File: src/rtl/rtks_pkg.sv
package rtks_pkg;

  localparam int ScoreW = 16;
  localparam int AgeW   = 8;
  localparam int KeyW   = ScoreW + AgeW;
  localparam int SlotW  = 7;
  localparam int MaxSlots = 64;

  typedef enum logic [3:0] {
    ST_IDLE = 4'b0001,
    ST_READ = 4'b0010,
    ST_SCAN = 4'b0100,
    ST_EMIT = 4'b1000
  } state_t;

  // One scan step asks the store for an entry and flags the last read.
  typedef struct packed {
    logic         rd_en;
    logic         last_rd;
  } scan_ctl_t;

endpackage

File: src/rtl/rtks_store.sv
module rtks_store
  import rtks_pkg::*;
#(
  parameter int Depth = 64,
  parameter int AddrW = 6
) (
  input  logic             clk,
  input  logic             wr_en,
  input  logic [AddrW-1:0] wr_addr,
  input  logic [KeyW-1:0]  wr_data,
  input  logic             rd_en,
  input  logic [AddrW-1:0] rd_addr,
  output logic [KeyW-1:0]  rd_data
);

  logic [KeyW-1:0] mem [Depth];
  logic [KeyW-1:0] rd_data_r;

  always_ff @(posedge clk) begin
    if (wr_en) begin
      mem[wr_addr] <= wr_data;
    end
    if (rd_en) begin
      rd_data_r <= mem[rd_addr];
    end
  end

  assign rd_data = rd_data_r;

endmodule

File: src/rtl/ranked_top_k_selector.sv
// Records (score, age) are written into a store of CAPACITY entries, one per
// cycle while busy is low. On the record marked last the block goes busy
// (unless the slot count, clamped to 64, is zero) and produces the ranking by
// repeated selection: for each emitted slot it scans every stored record
// through the key comparators, one record per cycle, keeping the best record
// that ranks below the previous winner. Each result appears for a single
// cycle with out_valid; the receiver cannot hold it off. Unfilled slots
// follow at one per cycle. Records beyond CAPACITY are dropped and reported
// through out_overflow on every result of that batch.
module ranked_top_k_selector
  import rtks_pkg::*;
#(
  parameter int CAPACITY = 64
) (
  input  logic              clk,
  input  logic              rst_n,
  input  logic              start,
  output logic              busy,
  input  logic [ScoreW-1:0] in_score,
  input  logic [AgeW-1:0]   in_age,
  input  logic              in_last_record,
  input  logic              cfg_we,
  input  logic [SlotW-1:0]  cfg_wdata,
  output logic              out_valid,
  output logic [SlotW-1:0]  out_rank,
  output logic [SlotW-1:0]  out_record_index,
  output logic              out_filled,
  output logic              out_overflow,
  output logic              out_last_result
);

  localparam int AddrW = $clog2(CAPACITY);
  localparam int CntW  = $clog2(CAPACITY + 1);
  localparam int CmpW  = (CntW > SlotW) ? CntW : SlotW;

  state_t state_r, state_nxt;

  logic [SlotW-1:0] slot_cfg_r;
  logic [CntW-1:0]  count_r;
  logic             ovf_r;
  logic [SlotW-1:0] slots_r;
  logic [SlotW-1:0] k_r;
  logic [CntW-1:0]  scan_r;
  logic [AddrW-1:0] rd_idx_r;
  logic             rd_ok_r;

  // Previous winner key and index bound the next search.
  logic [KeyW-1:0]  prev_key_r;
  logic [CntW-1:0]  prev_idx_r;
  logic             have_prev_r;
  logic [KeyW-1:0]  best_key_r;
  logic [CntW-1:0]  best_idx_r;
  logic             best_ok_r;

  logic             out_valid_r;
  logic [SlotW-1:0] out_rank_r;
  logic [SlotW-1:0] out_idx_r;
  logic             out_filled_r;
  logic             out_ovf_r;
  logic             out_last_r;

  logic             accept;
  logic             store_wr;
  logic [KeyW-1:0]  rd_data;
  scan_ctl_t        ctl;
  logic [CntW-1:0]  cand_idx;
  logic             below_prev;
  logic             above_best;
  logic [SlotW-1:0] slots_clamped;
  logic [CmpW-1:0]  k_ext;
  logic [CmpW-1:0]  cnt_ext;

  assign accept   = start && !busy;
  assign busy     = (state_r != ST_IDLE);
  assign store_wr = accept && (count_r < CntW'(CAPACITY));

  // Slot and record counts are compared at a common width.
  assign k_ext   = CmpW'(k_r);
  assign cnt_ext = CmpW'(count_r);

  assign ctl.rd_en   = (state_r == ST_READ) ||
                       ((state_r == ST_SCAN) && (scan_r < count_r));
  assign ctl.last_rd = (scan_r == count_r);

  rtks_store #(.Depth(CAPACITY), .AddrW(AddrW)) u_store (
    .clk     (clk),
    .wr_en   (store_wr),
    .wr_addr (count_r[AddrW-1:0]),
    .wr_data ({in_score, in_age}),
    .rd_en   (ctl.rd_en),
    .rd_addr (scan_r[AddrW-1:0]),
    .rd_data (rd_data)
  );

  assign cand_idx = CntW'(rd_idx_r);
  // Smaller index wins ties, so rank above means bigger key or equal key
  // with smaller index.
  assign below_prev = !have_prev_r || (rd_data < prev_key_r) ||
                      ((rd_data == prev_key_r) && (cand_idx > prev_idx_r));
  assign above_best = !best_ok_r || (rd_data > best_key_r);

  always_comb begin
    slots_clamped = (slot_cfg_r > SlotW'(MaxSlots)) ? SlotW'(MaxSlots) : slot_cfg_r;
  end

  always_comb begin
    state_nxt = state_r;
    case (state_r)
      ST_IDLE: begin
        if (accept && in_last_record && (slots_clamped != '0)) begin
          state_nxt = ST_READ;
        end
      end
      ST_READ: state_nxt = ST_SCAN;
      ST_SCAN: begin
        if (ctl.last_rd || (k_ext >= cnt_ext)) begin
          state_nxt = ST_EMIT;
        end
      end
      ST_EMIT: begin
        if (k_r + SlotW'(1) == slots_r) begin
          state_nxt = ST_IDLE;
        end else if (k_ext + CmpW'(1) < cnt_ext) begin
          state_nxt = ST_READ;
        end
      end
      default: state_nxt = ST_IDLE;
    endcase
  end

  always_ff @(posedge clk) begin
    if (!rst_n) begin
      state_r     <= ST_IDLE;
      slot_cfg_r  <= '0;
      count_r     <= '0;
      ovf_r       <= 1'b0;
      out_valid_r <= 1'b0;
      k_r         <= '0;
      scan_r      <= '0;
      rd_ok_r     <= 1'b0;
      have_prev_r <= 1'b0;
      best_ok_r   <= 1'b0;
    end else begin
      state_r     <= state_nxt;
      out_valid_r <= 1'b0;
      if (cfg_we) begin
        slot_cfg_r <= cfg_wdata;
      end
      case (state_r)
        ST_IDLE: begin
          if (accept) begin
            if (in_last_record) begin
              slots_r     <= slots_clamped;
              k_r         <= '0;
              have_prev_r <= 1'b0;
              scan_r      <= '0;
              best_ok_r   <= 1'b0;
              rd_ok_r     <= 1'b0;
              // With no slots the batch ends here and nothing is emitted.
              if (slots_clamped == '0) begin
                count_r <= '0;
                ovf_r   <= 1'b0;
              end else if (store_wr) begin
                count_r <= count_r + CntW'(1);
              end else begin
                ovf_r <= 1'b1;
              end
            end else if (store_wr) begin
              count_r <= count_r + CntW'(1);
            end else begin
              ovf_r <= 1'b1;
            end
          end
        end
        ST_READ: begin
          rd_ok_r  <= (scan_r < count_r);
          rd_idx_r <= scan_r[AddrW-1:0];
          scan_r   <= scan_r + CntW'(1);
        end
        ST_SCAN: begin
          if (rd_ok_r && below_prev && above_best) begin
            best_ok_r  <= 1'b1;
            best_key_r <= rd_data;
            best_idx_r <= cand_idx;
          end
          rd_ok_r  <= (scan_r < count_r);
          rd_idx_r <= scan_r[AddrW-1:0];
          if (scan_r < count_r) begin
            scan_r <= scan_r + CntW'(1);
          end
        end
        ST_EMIT: begin
          out_valid_r  <= 1'b1;
          out_rank_r   <= k_r + SlotW'(1);
          out_filled_r <= best_ok_r;
          out_idx_r    <= best_ok_r ? SlotW'(best_idx_r + CntW'(1)) : '0;
          out_ovf_r    <= ovf_r;
          out_last_r   <= (k_r + SlotW'(1) == slots_r);
          have_prev_r  <= best_ok_r;
          prev_key_r   <= best_key_r;
          prev_idx_r   <= best_idx_r;
          best_ok_r    <= 1'b0;
          scan_r       <= '0;
          rd_ok_r      <= 1'b0;
          k_r          <= k_r + SlotW'(1);
          if (k_r + SlotW'(1) == slots_r) begin
            count_r <= '0;
            ovf_r   <= 1'b0;
          end
        end
        default: ;
      endcase
    end
  end

  assign out_valid        = out_valid_r;
  assign out_rank         = out_rank_r;
  assign out_record_index = out_idx_r;
  assign out_filled       = out_filled_r;
  assign out_overflow     = out_ovf_r;
  assign out_last_result  = out_last_r;

`ifndef SYNTHESIS
  a_count_bound: assert property (@(posedge clk) disable iff (!rst_n)
    count_r <= CntW'(CAPACITY))
    else $error("record count beyond capacity");
  a_last_idle: assert property (@(posedge clk) disable iff (!rst_n)
    out_valid && out_last_result |-> state_r == ST_IDLE)
    else $error("last result while still busy");
  a_unfilled_zero: assert property (@(posedge clk) disable iff (!rst_n)
    out_valid && !out_filled |-> out_record_index == '0)
    else $error("unfilled slot carries an index");
  a_emit_valid: assert property (@(posedge clk) disable iff (!rst_n)
    state_r == ST_EMIT |=> out_valid)
    else $error("emit cycle without a result beat");
`endif

endmodule
File: config.mk
export PLATFORM = sky130hd
export DESIGN_NAME = ranked_top_k_selector
export DESIGN_NICKNAME = d
export VERILOG_FILES = /design/src/rtl/rtks_pkg.sv /design/src/rtl/rtks_store.sv /design/src/rtl/ranked_top_k_selector.sv
export SDC_FILE = /design/constraint.sdc
export NUM_CORES = 2
export LEC_CHECK = 0
export BUFFER_PORTS_ARGS = -buffer_cell sky130_fd_sc_hd__buf_2
export CORE_ASPECT_RATIO = 1.25
export CORE_MARGIN = 2
export CORE_UTILIZATION = 59
export DETAILED_ROUTE_END_ITERATION = 16
export PLACE_DENSITY = 0.73
export SLEW_MARGIN = 20
export SYNTH_ARGS = -nofsm -noshare
export SYNTH_HDL_FRONTEND = slang
export SYNTH_SLANG_ARGS = --single-unit
File: constraint.sdc
create_clock -name clk -period 5 [get_ports clk]
set_input_delay 1 -clock clk [delete_from_list [all_inputs] [get_ports clk]]
set_output_delay 1 -clock clk [all_outputs]
set_load 0.005 [all_outputs]
==> impl_metrics.csv <==
group,metric,value,unit
run_status,status,"complete, no violations",
routing,vias_per_cell,6.71,
sta,finalHoldViolCount,0,
logic_synthesis,ys_warn_count,0,
die,die_h,377,um
worst_setup_path,crit_fanout,20,
routing,antenna_left,0,
logic_synthesis,syn_area,65600,um2
worst_setup_path,startpoint_type,"flop",
pwr,p_sw,6.37,mW
routing,wl_per_cell,32.6,um
worst_setup_path,critical_path_class,"flop to flop",
clock_network,root_buffer,"clkbuf_16",
clock_network,cts.clk_slew.worst_paths,60,ps
clock_network,clock-sinks,1687,
sta,skew,32.4,ps
place,pre_cts_slack,1410,ps
die,core_region_area,110000,um2
logic_synthesis,avgSynthCellArea,22.6,um2
clock_network,numCtsBuffers,156,
worst_setup_path,cp_slowest_cell,"dfxtp_1",
sta,rsz0062_at_grt,"no",
sta,setup_viol,0,
global_route,grt_use_total,27.3,%
die,dieArea,114000,um2
logic_synthesis,ys_seq_elements,1687,
worst_setup_path,max_stage_delay,550,ps
global_route,first_global_vias,31932,
logic_synthesis,synthCells,2896,
place,dp_hpwl,86300,um
pwr,p_per_area,401,nW/um2
sta,setup_tns,0,ps
global_route,grt_pass1_wl,220000,um
die,start_util,59.6,%
worst_setup_path,cp.required,5420,ps
clock_network,holdBufCountCts,0,
die,row_count,136,
clock_network,cts_tree,"built",
finish,final_nets,3196,
sta,drv_slew,0,
finish,finalNonFillerCells,4649,
routing,drc,0,
finish,fin_area,73100,um2
global_route,antenna_found_initial,2,
logic_synthesis,synth-edff-count,1650,
finish,drive_gt1_share,28.9,%
routing,drt_wl_total,152000,um
pwr,max-vdd-ir-drop,0.358,mV
clock_network,clock_latency,780,ps
worst_setup_path,cp.arrival,3900,ps
clock_network,cts_resized,0,
sta,finalCritPeriodShare,69.5,%
pwr,p_clk_share,38.6,%
flow_run,maxCapViolations,0,
die,die_w,302,um
global_route,overflow,0,
pwr,p_sw_share,21.7,%
worst_setup_path,critPathCaptureType,"flop",
clock_network,clockBufferDepth,3,
place,place_area,68200,um2
finish,nFillCells,6636,
logic_synthesis,async_flop_share,0,%
place,portBuffers,54,
pwr,internal-power,22.9,mW
clock_network,h-tree-depth,4,
die,io_pins,55,
global_route,grt_max_degree,73,
finish,syn_to_final_growth,11.4,%
routing,first_iter_violations,3973,
place,place_congestion,0.851,
logic_synthesis,yosysUniqueCellTypes,61,
sta,relSlewSlack,25.6,%
sta,post-route-min-period,3470,ps
logic_synthesis,syn_nets,3011,
clock_network,cts_setup_buffers,0,
sta,worst_slew_pin_slew,1120,ps
min_path,hp-class,"flop to flop",
pwr,combPwrFrac,7.2,%
routing,via_count,31172,
pwr,p_seq_share,54.2,%
place,post-place-cells,4370,
sta,max_freq,288,MHz
sta,whs,453,ps
logic_synthesis,synth-main-ff-cell,"edfxtp_1",
logic_synthesis,ys_seq_area_share,76.7,%
worst_setup_path,crit_chain,"nor4b_4 -> and3_1 -> nor2b_1 -> nand3_1 -> nor2_2 -> buf_4",
routing,first_pass_iters,6,
pwr,leakagePower,22.5,nW
sta,fin_ws,1530,ps
[synthesized netlist by cell type, drive strengths merged, types with 4 or more instances]
cell type,number,area (um2)
and2,6,37.5
nor4,4,25.0
nand3,32,160
buf,72,442
ha,79,988
nand4,16,106
nor4b,4,56.3
o211ai,6,45.0
edfxtp,1650,49500
nor2b,14,87.6
o21ai,19,98.8
dfxtp,37,741
and3,4,25.0
clkbuf,60,225
xor2,7,61.3
o22ai,48,300
a21o,6,45.0
mux4,480,10800
nor3,7,35.0
nand2,24,90.1
xnor2,12,105
a21oi,37,185
a22oi,7,52.6
inv,67,251
nand2b,8,50.1
mux2i,8,80.1
nor2,135,507
[power groups by stage]
stage	Combinational (mW)	Clock, mW	Sequential (mW)
2_1_floorplan	1.41	0	16.1
3_3_place_gp	2.06	0	16.2
3_5_place_dp	2.12	0	16.2
4_1_cts	2.14	11.5	15.9
5_1_grt	2.26	12.0	15.9
6_report	2.12	11.3	15.9
[through the flow]
stage	power, mW	util, %
final	29.3	66.4
after CTS	29.5	66.3
after floorplan	17.5	-
after detailed placement	18.3	61.9
after global placement	18.2	61.9
after global routing	30.1	66.4
[metal layers]
layer  vias up  wire (um)  track usage (%)  share of wire [%]
met5         -         16                0              0.011
met4         2       5690             10.4                3.8
met3       271      12100             4.28                8.0
met2      1724      77400             45.2                 51
met1     16576      56300             37.1                 37
li1      12599          -                -                  -
[logic make-up after synthesis]
| logic type | synth area share [%] |
|---|---|
| flip-flops | 76.7 |
| multiplexers | 16.6 |
| AND/OR/NAND/NOR | 1.98 |
| buffers and inverters | 1.41 |
| AO/OA/AOI/OAI | 1.45 |
| adder cells (fa/ha/maj) | 1.51 |
| XOR/XNOR | 0.359 |
[flip-flops by register name, summed over array words and instances, names as in the netlist, 24 cells and up]
register / flops
u_store.rd_data: 24
best_key_r: 24
prev_key_r: 24
u_store.mem: 1536
[area by class of cell]
cell class | instances | area [um2] | share of cell area [%]
tap | 1449 | 1810 | 2.48
multi-input combinational | 1009 | 14600 | 19.9
timing repair buffer | 159 | 1310 | 1.80
clock inverter | 75 | 634 | 0.868
antenna | 2 | 5.00 | 0.00685
inverter | 68 | 255 | 0.349
clock buffer | 200 | 4180 | 5.71
sequential | 1687 | 50300 | 68.9
[path summary, 6_finish.rpt]
path	to	startpoint	cells past startpoint	slack, ps
worst max-delay path	u_store.mem[30][9]	state_r[0]	6	1530
worst min-delay path	prev_key_r[8]	best_key_r[8]	0	450
worst max register to register	u_store.mem[30][9]	state_r[0]	6	1530
worst min register to register	prev_key_r[8]	best_key_r[8]	0	450
[placed cells by master, fill, tap and decap left out, drive strengths merged, types with 12 or more instances in the layout]
| cell | count |
|---|---|
| buf | 159 |
| nor2 | 135 |
| nand4 | 16 |
| mux4 | 480 |
| a21oi | 37 |
| dfxtp | 37 |
| nand2 | 24 |
| inv | 72 |
| nor2b | 14 |
| clkinv | 60 |
| ha | 79 |
| o22ai | 48 |
| nand3 | 32 |
| xnor2 | 12 |
| edfxtp | 1650 |
| o21ai | 19 |
| clkbuf | 200 |
[critical path: cells and delay by family, from the launching register on]
kind | cells | cell delay, ps
flip-flops | 1 | 550
AND/OR/NAND/NOR | 5 | 2130
buffers and inverters | 1 | 410
Power figures use the tool's default switching activity.
